`config.mk`:
```
export PLATFORM = sky130hd
export DESIGN_NAME = ipv4_header_check_ttl_rewrite
export DESIGN_NICKNAME = d
export VERILOG_FILES = /design/src/rtl/core/ipv4_hc_pkg.sv /design/src/rtl/core/ipv4_header_check_ttl_rewrite.sv
export SDC_FILE = /design/constraint.sdc
export NUM_CORES = 1
export LEC_CHECK = 0
export BUFFER_PORTS_ARGS = -buffer_cell sky130_fd_sc_hd__clkbuf_2
export CORE_MARGIN = 2
export CORE_UTILIZATION = 56
export DETAILED_ROUTE_END_ITERATION = 10
export PLACE_DENSITY = 0.81
export SLEW_MARGIN = 25
export SYNTH_ARGS = -nofsm -noshare
export SYNTH_HDL_FRONTEND = slang
export SYNTH_SLANG_ARGS = --single-unit
```
`constraint.sdc`:
```
create_clock -name clk -period 14.4 [get_ports clk]
set_input_delay 2.16 -clock clk [delete_from_list [all_inputs] [get_ports clk]]
set_output_delay 2.16 -clock clk [all_outputs]
set_load 0.02 [all_outputs]
```
`src/rtl/core/ipv4_hc_pkg.sv`:
```
// ----------------------------------------------------------------------------
// IPv4 header check package
// Request and result types, reject codes and header constants shared by the
// header check block and its checker.
// ----------------------------------------------------------------------------
`default_nettype none

package ipv4_hc_pkg;

  // Reject codes, first failing check wins
  localparam logic [2:0] REJ_OK        = 3'd0;
  localparam logic [2:0] REJ_SHORT_LEN = 3'd1;
  localparam logic [2:0] REJ_CHECKSUM  = 3'd2;
  localparam logic [2:0] REJ_VERSION   = 3'd3;
  localparam logic [2:0] REJ_OPTIONS   = 3'd4;
  localparam logic [2:0] REJ_IHL_SHORT = 3'd5;

  // Header constants
  localparam logic [15:0] MIN_TOTAL_LEN = 16'd20;
  localparam logic [3:0]  IP_VERSION    = 4'd4;
  localparam logic [3:0]  BASE_IHL      = 4'd5;
  localparam logic [15:0] CSUM_RECOMP   = 16'hffff;
  localparam logic [15:0] TTL_CSUM_INC  = 16'h0100;

  typedef struct packed {
    logic [7:0]  ver_ihl;
    logic [7:0]  type_of_service;
    logic [15:0] dgram_len;
    logic [15:0] ident;
    logic [15:0] frag_word;
    logic [7:0]  ttl_in;
    logic [7:0]  protocol;
    logic [15:0] checksum_in;
    logic [31:0] src_ip;
    logic [31:0] dst_ip;
    logic [47:0] new_src_mac;
    logic [47:0] new_dst_mac;
  } hc_req_t;

  typedef struct packed {
    logic        header_ok;
    logic [2:0]  reject_code;
    logic [7:0]  ttl_out;
    logic [15:0] checksum_out;
    logic [47:0] src_mac_out;
    logic [47:0] dst_mac_out;
  } hc_res_t;

endpackage

`default_nettype wire

```
`src/rtl/core/ipv4_header_check_ttl_rewrite.sv`:
```
// ----------------------------------------------------------------------------
// IPv4 header check and TTL rewrite
// Pipeline: a taken request passes the input register, then the result
// register, before its result strobe. Throughput: one request
// per cycle; busy stays low, since the combinational checksum logic never stalls.
// Reset (rst, synchronous) drops any request in flight and clears done.
// ----------------------------------------------------------------------------
`default_nettype none

module ipv4_header_check_ttl_rewrite
  import ipv4_hc_pkg::*;
(
  input  wire logic    clk,
  input  wire logic    rst,
  input  wire logic    start,
  output logic         busy,
  input  wire hc_req_t hdr,
  output logic         done,
  output hc_res_t      res
);

  // Ones' complement fold of a sum of up to sixteen 16-bit words
  function automatic logic [15:0] fold16(input logic [19:0] s);
    logic [16:0] s1;
    logic [16:0] s2;
    begin
      s1 = {1'b0, s[15:0]} + {13'd0, s[19:16]};
      s2 = {1'b0, s1[15:0]} + {16'd0, s1[16]};
      fold16 = s2[15:0];
    end
  endfunction

  // Input register
  logic    req_vld;
  hc_req_t req;

  // Result register
  hc_res_t res_next;

  // Checksum sums over the received and decremented TTL
  logic [19:0] base_sum;
  logic [19:0] sum_rx;
  logic [19:0] sum_dec;
  logic [15:0] csum_rx;
  logic [15:0] csum_dec;
  logic [7:0]  ttl_dec;
  logic [16:0] inc_sum;
  logic [15:0] csum_inc;
  logic [2:0]  code;

  assign busy = 1'b0;

  // Capture each request
  always_ff @(posedge clk) begin
    if (rst) begin
      req_vld <= 1'b0;
    end else begin
      req_vld <= start & ~busy;
    end
  end

  always_ff @(posedge clk) begin
    if (start && !busy) begin
      req <= hdr;
    end
  end

  // Sum the header words, TTL/protocol and checksum words excluded
  always_comb begin
    base_sum = {4'd0, req.ver_ihl, req.type_of_service}
             + {4'd0, req.dgram_len}
             + {4'd0, req.ident}
             + {4'd0, req.frag_word}
             + {4'd0, req.src_ip[31:16]}
             + {4'd0, req.src_ip[15:0]}
             + {4'd0, req.dst_ip[31:16]}
             + {4'd0, req.dst_ip[15:0]};
    ttl_dec  = req.ttl_in - 8'd1;
    sum_rx   = base_sum + {4'd0, req.ttl_in, req.protocol};
    sum_dec  = base_sum + {4'd0, ttl_dec, req.protocol};
    csum_rx  = ~fold16(sum_rx);
    csum_dec = ~fold16(sum_dec);
    inc_sum  = {1'b0, req.checksum_in} + {1'b0, TTL_CSUM_INC};
    csum_inc = inc_sum[15:0] + {15'd0, inc_sum[16]};
  end

  // Run the checks in priority order
  always_comb begin
    if (req.dgram_len < MIN_TOTAL_LEN) begin
      code = REJ_SHORT_LEN;
    end else if (csum_rx != req.checksum_in) begin
      code = REJ_CHECKSUM;
    end else if (req.ver_ihl[7:4] != IP_VERSION) begin
      code = REJ_VERSION;
    end else if (req.ver_ihl[3:0] > BASE_IHL) begin
      code = REJ_OPTIONS;
    end else if (req.ver_ihl[3:0] < BASE_IHL) begin
      code = REJ_IHL_SHORT;
    end else begin
      code = REJ_OK;
    end
  end

  // Build the rewritten header fields
  always_comb begin
    res_next.header_ok    = (code == REJ_OK);
    res_next.reject_code  = code;
    res_next.ttl_out      = req.ttl_in;
    res_next.checksum_out = req.checksum_in;
    res_next.src_mac_out  = '0;
    res_next.dst_mac_out  = '0;
    if (code == REJ_OK) begin
      res_next.src_mac_out = req.new_src_mac;
      res_next.dst_mac_out = req.new_dst_mac;
      if (req.ttl_in != 8'd0) begin
        res_next.ttl_out = ttl_dec;
        if (req.checksum_in == CSUM_RECOMP) begin
          res_next.checksum_out = csum_dec;
        end else begin
          res_next.checksum_out = csum_inc;
        end
      end
    end
  end

  // Register the result and its strobe
  always_ff @(posedge clk) begin
    if (rst) begin
      done <= 1'b0;
    end else begin
      done <= req_vld;
    end
  end

  always_ff @(posedge clk) begin
    if (req_vld) begin
      res <= res_next;
    end
  end

endmodule

`default_nettype wire

```
# --- Word level (Yosys, flattened, before mapping) ---
# Index checks and enable logic that the tools add are counted.
op_classes:
  n_addsub: 16
  magnitude_cmp: 3
  n_eq_ne: 3
  mux: 8
  bitwise: 2
  reduce_logical: 2
ops:
  columns: ["operator", "count"]
  rows:
  - ["120-bit 2-to-1 mux", 1]
  - ["20-bit by 16-bit adder with 20-bit output", 5]
  - ["16-bit by 1-bit adder with 16-bit output", 3]
  - ["16-bit by 4-bit adder with 17-bit output", 2]
  - ["16-bit inverter", 2]
  - ["24-bit 2-to-1 mux", 1]
  - ["19-bit by 16-bit adder with 20-bit output", 1]
  - ["18-bit by 16-bit adder with 19-bit output", 1]
  - ["17-bit by 16-bit adder with 18-bit output", 1]
  - ["16-bit by 16-bit adder with 17-bit output", 1]
  - ["16-bit by 9-bit adder with 17-bit output, second input constant", 1]
  - ["16-bit == test, second input constant", 1]
  - ["16-bit by 5-bit < comparator with 1-bit output, second input constant", 1]
  - ["16-bit 2-to-1 mux", 1]
  - ["16-bit inequality test", 1]
  - ["3-bit 2-to-1 mux", 5]
  - ["8-bit nonzero test", 1]
  - ["8-bit by 1-bit subtractor with 8-bit output, second input constant", 1]
  - ["4-bit by 3-bit greater-than comparator with 1-bit output, second input constant", 1]
  - ["4-bit by 3-bit < comparator with 1-bit output, second input constant", 1]
  - ["4-bit by 3-bit inequality test with 1-bit output, second input constant", 1]
  - ["3-bit zero test", 1]
word_totals:
  regBits: 382
  inputBits: 259
  out_inout_bits: 126
  wordCells: 54

# --- Depth between registers and ports, before layout ---
depth:
  ltp_word: 16
  ltp_mapped: 54
  depth_no_buf: 52

# --- Worst setup path after synthesis ---
# Ideal clock, no wire load.
synth_timing:
  kind: "register -> register"
  startpoint: "register req[99] in the netlist's numbering"
  endpoint: "register res[114] in the netlist's numbering, data pin"
  setup_ns: 0.260
  arrival_time_ns: 10.483
  required_time_ns: 14.140
  setup_slack_ns: 3.657
  path_stages_with_launch: 50
  path_cell_list: "edfxtp_1 > inv_1 > fa_1 > inv_1 > fa_1 > fa_1 > inv_1 > fa_1 > inv_1 > ha_1 > a21o_1 > a21oi_1 > o21ai_0 > a21oi_1 > xnor2_1 > ha_1 > or3_1 > or2_1 > (+14 left out) > and3_1 > and3_1 > nand4_1 > nor3b_1 > ha_1 > ha_1 > and3_1 > nor3b_1 > o221ai_1 > a311o_1 > nor4_1 > and3b_1 > or4_4 > nor2_1 > and3b_1 > buf_6 > buf_6 > o21ai_1"
synth_rtl:
  columns: ["element", "line", "text"]
  rows:
  - ["start, declared", "ipv4_header_check_ttl_rewrite.sv:35", "hc_req_t req;"]
  - ["start signal, assigned", "ipv4_header_check_ttl_rewrite.sv:64", "req <= hdr;"]
  - ["end signal, assigned", "ipv4_header_check_ttl_rewrite.sv:137", "res <= res_next;"]
  - ["end, declared", "ipv4_header_check_ttl_rewrite.sv:19", "output hc_res_t res"]

# --- Final worst setup path ---
layout_timing:
  startpoint: "register req[99] in the netlist's numbering"
  endpoint: "register res[10] in the netlist's numbering, data pin"
layout_between:
  elab_chain_cells: 9
layout_rtl:
  columns: ["element", "line", "text"]
  rows:
  - ["20-bit by 16-bit adder with 20-bit output", "ipv4_header_check_ttl_rewrite.sv:77", "+ {4'd0, req.dst_ip[15:0]};"]
  - ["20-bit by 16-bit adder with 20-bit output", "ipv4_header_check_ttl_rewrite.sv:79", "sum_rx = base_sum + {4'd0, req.ttl_in, req.protocol};"]
  - ["16-bit by 4-bit adder with 17-bit output", "ipv4_header_check_ttl_rewrite.sv:27", "s1 = {1'b0, s[15:0]} + {13'd0, s[19:16]};"]
  - ["16-bit by 1-bit adder with 16-bit output", "ipv4_header_check_ttl_rewrite.sv:28", "s2 = {1'b0, s1[15:0]} + {16'd0, s1[16]};"]
  - ["16-bit inverter", "ipv4_header_check_ttl_rewrite.sv:81", "csum_rx = ~fold16(sum_rx);"]
  - ["16-bit inequality test", "ipv4_header_check_ttl_rewrite.sv:91", "end else if (csum_rx != req.checksum_in) begin"]
  - ["3-bit 2-to-1 mux", "ipv4_header_check_ttl_rewrite.sv:91", null]
  - ["3-bit 2-to-1 mux", "ipv4_header_check_ttl_rewrite.sv:89", "if (req.dgram_len < MIN_TOTAL_LEN) begin"]
  - ["3-bit zero test", "ipv4_header_check_ttl_rewrite.sv:112", "if (code == REJ_OK) begin"]
# No other way between the ends.
# A chain may end at the register's enable or synchronous reset.

==> results.yml <==
run_status:
  outcome: "finished clean"
worst_setup_path:
  critical-path-max-stage-delay_ps: 690
  rr_worst_depth: 50
  start_kind: "flop"
  critical_path_class: "flop to flop"
  critical_path_required_ps: 14800
  crit_buf_inv: 6
  reg2reg_from: "req[99]"
  cp_data_arrival_time_ps: 12960
  crit_path_start: "req[99]"
  path_max_fanout: 74
  cell_with_the_largest_stage_delay_on_the_worst_path: "sky130_fd_sc_hd__and3b_4"
  critPathTopFamily: "simple AND/OR/NAND/NOR gates"
  cp-end-kind: "flop"
  crit_cells: 50
  r2r_setup_slack_ps: 1850
  rr_endpoint: "res[10]"
placement:
  dp_slack_ps: 1690
  detailedPlacementHpwl_mm: 32.0
  place_inst: 2261
  place_congestion: 0.938
  io_buffer_count: 383
route:
  met2RoutedLength_mm: 20.9
  avgRoutedWirePerCell_um: 18.1
  topRoutingLayerUsed: "met5"
  via_count: 12500
  drt_first_pass_iters: 5
  m1WireLength_mm: 16.6
  via_per_inst: 5.37
  drt_first_iter_violations: 821
  dr_wl_met3_mm: 3.14
  drt_wl_total_mm: 42.3
  detail-route-antenna-nets: 0
  remaining_drc_errors: 0
worst_hold_path:
  worstHoldPathCells: 1
  end_point_of_the_worst_hold_path: "res[69]"
  timing.hold.worst.start: "req[69]"
  type_of_the_tightest_min_delay_check: "flop to flop"
floorplan:
  die_area_um2: 36100
  floorplan.initialDensity_pct: 56.5
  floorplan.die.width_um: 190
  core_area_um2: 34300
  fp.dieH_um: 190
  num_rows: 68
  top_level_ports: 385
clock_tree:
  clk_path_buf_depth: 3
  clock_insertion_delay_worst_skew_ps: 550
  clockRootBuffer: "sky130_fd_sc_hd__clkbuf_16"
  cts.repair.resized: 0
  post_cts_buffers: 0
  ctsHtreeMaxLevel: 2
  clk_pin_slew_worst_paths_ps: 60
  tritoncts_buffers: 40
  tritoncts_clock_tree: "done"
  cts_hold_buf: 0
  clock-sinks: 382
synthesis:
  synthFlopType: "sky130_fd_sc_hd__edfxtp_1"
  netlist-cell-type-count: 75
  synth_seq_area_share_pct: 59.1
  synth-edff-count: 380
  syn-cell-area_um2: 19400
  syn-num-nets: 1868
  async_flop_share_pct: 0
  syn_area_per_cell_um2: 13.4
  synthesis.instances: 1449
  yosys_warnings: 0
  synth.ff_latch_count: 382
sta:
  worst_slew_pin_slew_ps: 1050
  timing.final.ws_setup_ps: 1850
  max_freq_mhz: 79.7
  final_hold_viol_count: 0
  maxSlewViolCount: 0
  period_share_pct: 87.2
  final-setup-viol-count: 0
  worst_slew_margin_rel_pct: 29.2
  totalNegativeSetupSlack_ps: 0
  finalWorstPathRequiredPeriod_ps: 12550
  grt_setup_unrepaired: "no"
  worst_clock_skew_ps: 16.5
global_routing:
  initial_antenna_violation_count: 8
  grt_pass1_vias: 12600
  grt_max_degree: 134
  globalRouteOverflowTotal: 0
  grt.total_usage_pct: 23.3
  grt_pass1_wl_mm: 64.4
final_layout:
  layout.filler_cells: 2442
  synthToLayoutAreaGrowth_pct: 18.9
  finish.cell_count_without_fillers: 2334
  mostFrequentLayoutCell: "sky130_fd_sc_hd__clkbuf_2"
  postLayoutCoreUtil_pct: 67.2
  final_cell_mix: "382 x sky130_fd_sc_hd__clkbuf_2, 380 x sky130_fd_sc_hd__edfxtp_1, 217 x sky130_fd_sc_hd__inv_1"
  drive_above_1_share_pct: 25.1
  final_net_count: 2267
run:
  max_cap_violations: 0
[layout make-up]
class | instances | area (um2) | share of cell area [%]
repair buffers | 388 | 1960 | 8.52
inverters | 217 | 815 | 3.53
clock inverters | 19 | 245 | 1.06
flip-flops and latches | 382 | 11500 | 49.7
multi-input cells | 819 | 6960 | 30.2
diodes | 5 | 12.5 | 0.0543
clock buffers | 49 | 1030 | 4.49
well taps | 455 | 569 | 2.47
[cells in the mapped netlist, types with 12 or more instances]
| cell | instances | area, um2 |
|---|---|---|
| sky130_fd_sc_hd__a21o_1 | 12 | 90.1 |
| sky130_fd_sc_hd__a21oi_1 | 50 | 250 |
| sky130_fd_sc_hd__and2_1 | 99 | 619 |
| sky130_fd_sc_hd__and3_1 | 18 | 113 |
| sky130_fd_sc_hd__edfxtp_1 | 380 | 11400 |
| sky130_fd_sc_hd__fa_1 | 98 | 1960 |
| sky130_fd_sc_hd__ha_1 | 62 | 776 |
| sky130_fd_sc_hd__inv_1 | 217 | 815 |
| sky130_fd_sc_hd__nand2_1 | 63 | 236 |
| sky130_fd_sc_hd__nand2b_1 | 13 | 81.3 |
| sky130_fd_sc_hd__nand3_1 | 32 | 160 |
| sky130_fd_sc_hd__nor2_1 | 42 | 158 |
| sky130_fd_sc_hd__nor3_1 | 21 | 105 |
| sky130_fd_sc_hd__o21ai_0 | 44 | 220 |
| sky130_fd_sc_hd__xnor2_1 | 64 | 561 |
| sky130_fd_sc_hd__xor2_1 | 23 | 201 |
[registers in the layout, summed over array words and instances (netlist names)]
signal,count
done,1
req,256
req_vld,1
res,124
[logic make-up after synthesis]
kind of cell,after synthesis,share of synthesized area (%)
flip-flops,382,59.1
AND/OR/NAND/NOR,352,9.97
buffers and inverters,248,5.09
AO/OA/AOI/OAI,209,7.15
adder cells (fa/ha/maj),161,14.2
XOR/XNOR,89,4.16
multiplexers,7,0.381
other,1,0.0193
[metal layers]
layer,vias to the layer above,GRT usage [%]
li1,5879,-
met1,6024,29.2
met2,513,39.2
met3,106,4.96
met4,4,10.6
met5,-,0
[per-stage QoR]
stage          hold slack, ps  instance area [um2]
2_1_floorplan             497                19400
3_3_place_gp              499                21800
3_5_place_dp              501                21800
4_1_cts                   510                23000
5_1_grt                   529                23000
6_report                  502                23100
[how the worst max path moves through the flow]
stage,endpoint,slack (ps)
CTS,res[95],1630
detailed placement,res[10],1690
floorplan,res[114],3660
finish,res[10],1850
global route,res[10],900
global placement,res[10],2090
[worst register-to-register path: cells and delay by family, from the launching register on]
kind	cells	cell delay [ps]
compound gates	15	3050
xor+xnor	2	310
fa+ha+maj	10	3720
buf+inv	6	730
flops	1	320
simple gates	17	4290
Power is left out: the tool's default activity adds up to more than one toggle a clock period on the data nets, which glitch-free logic cannot reach.
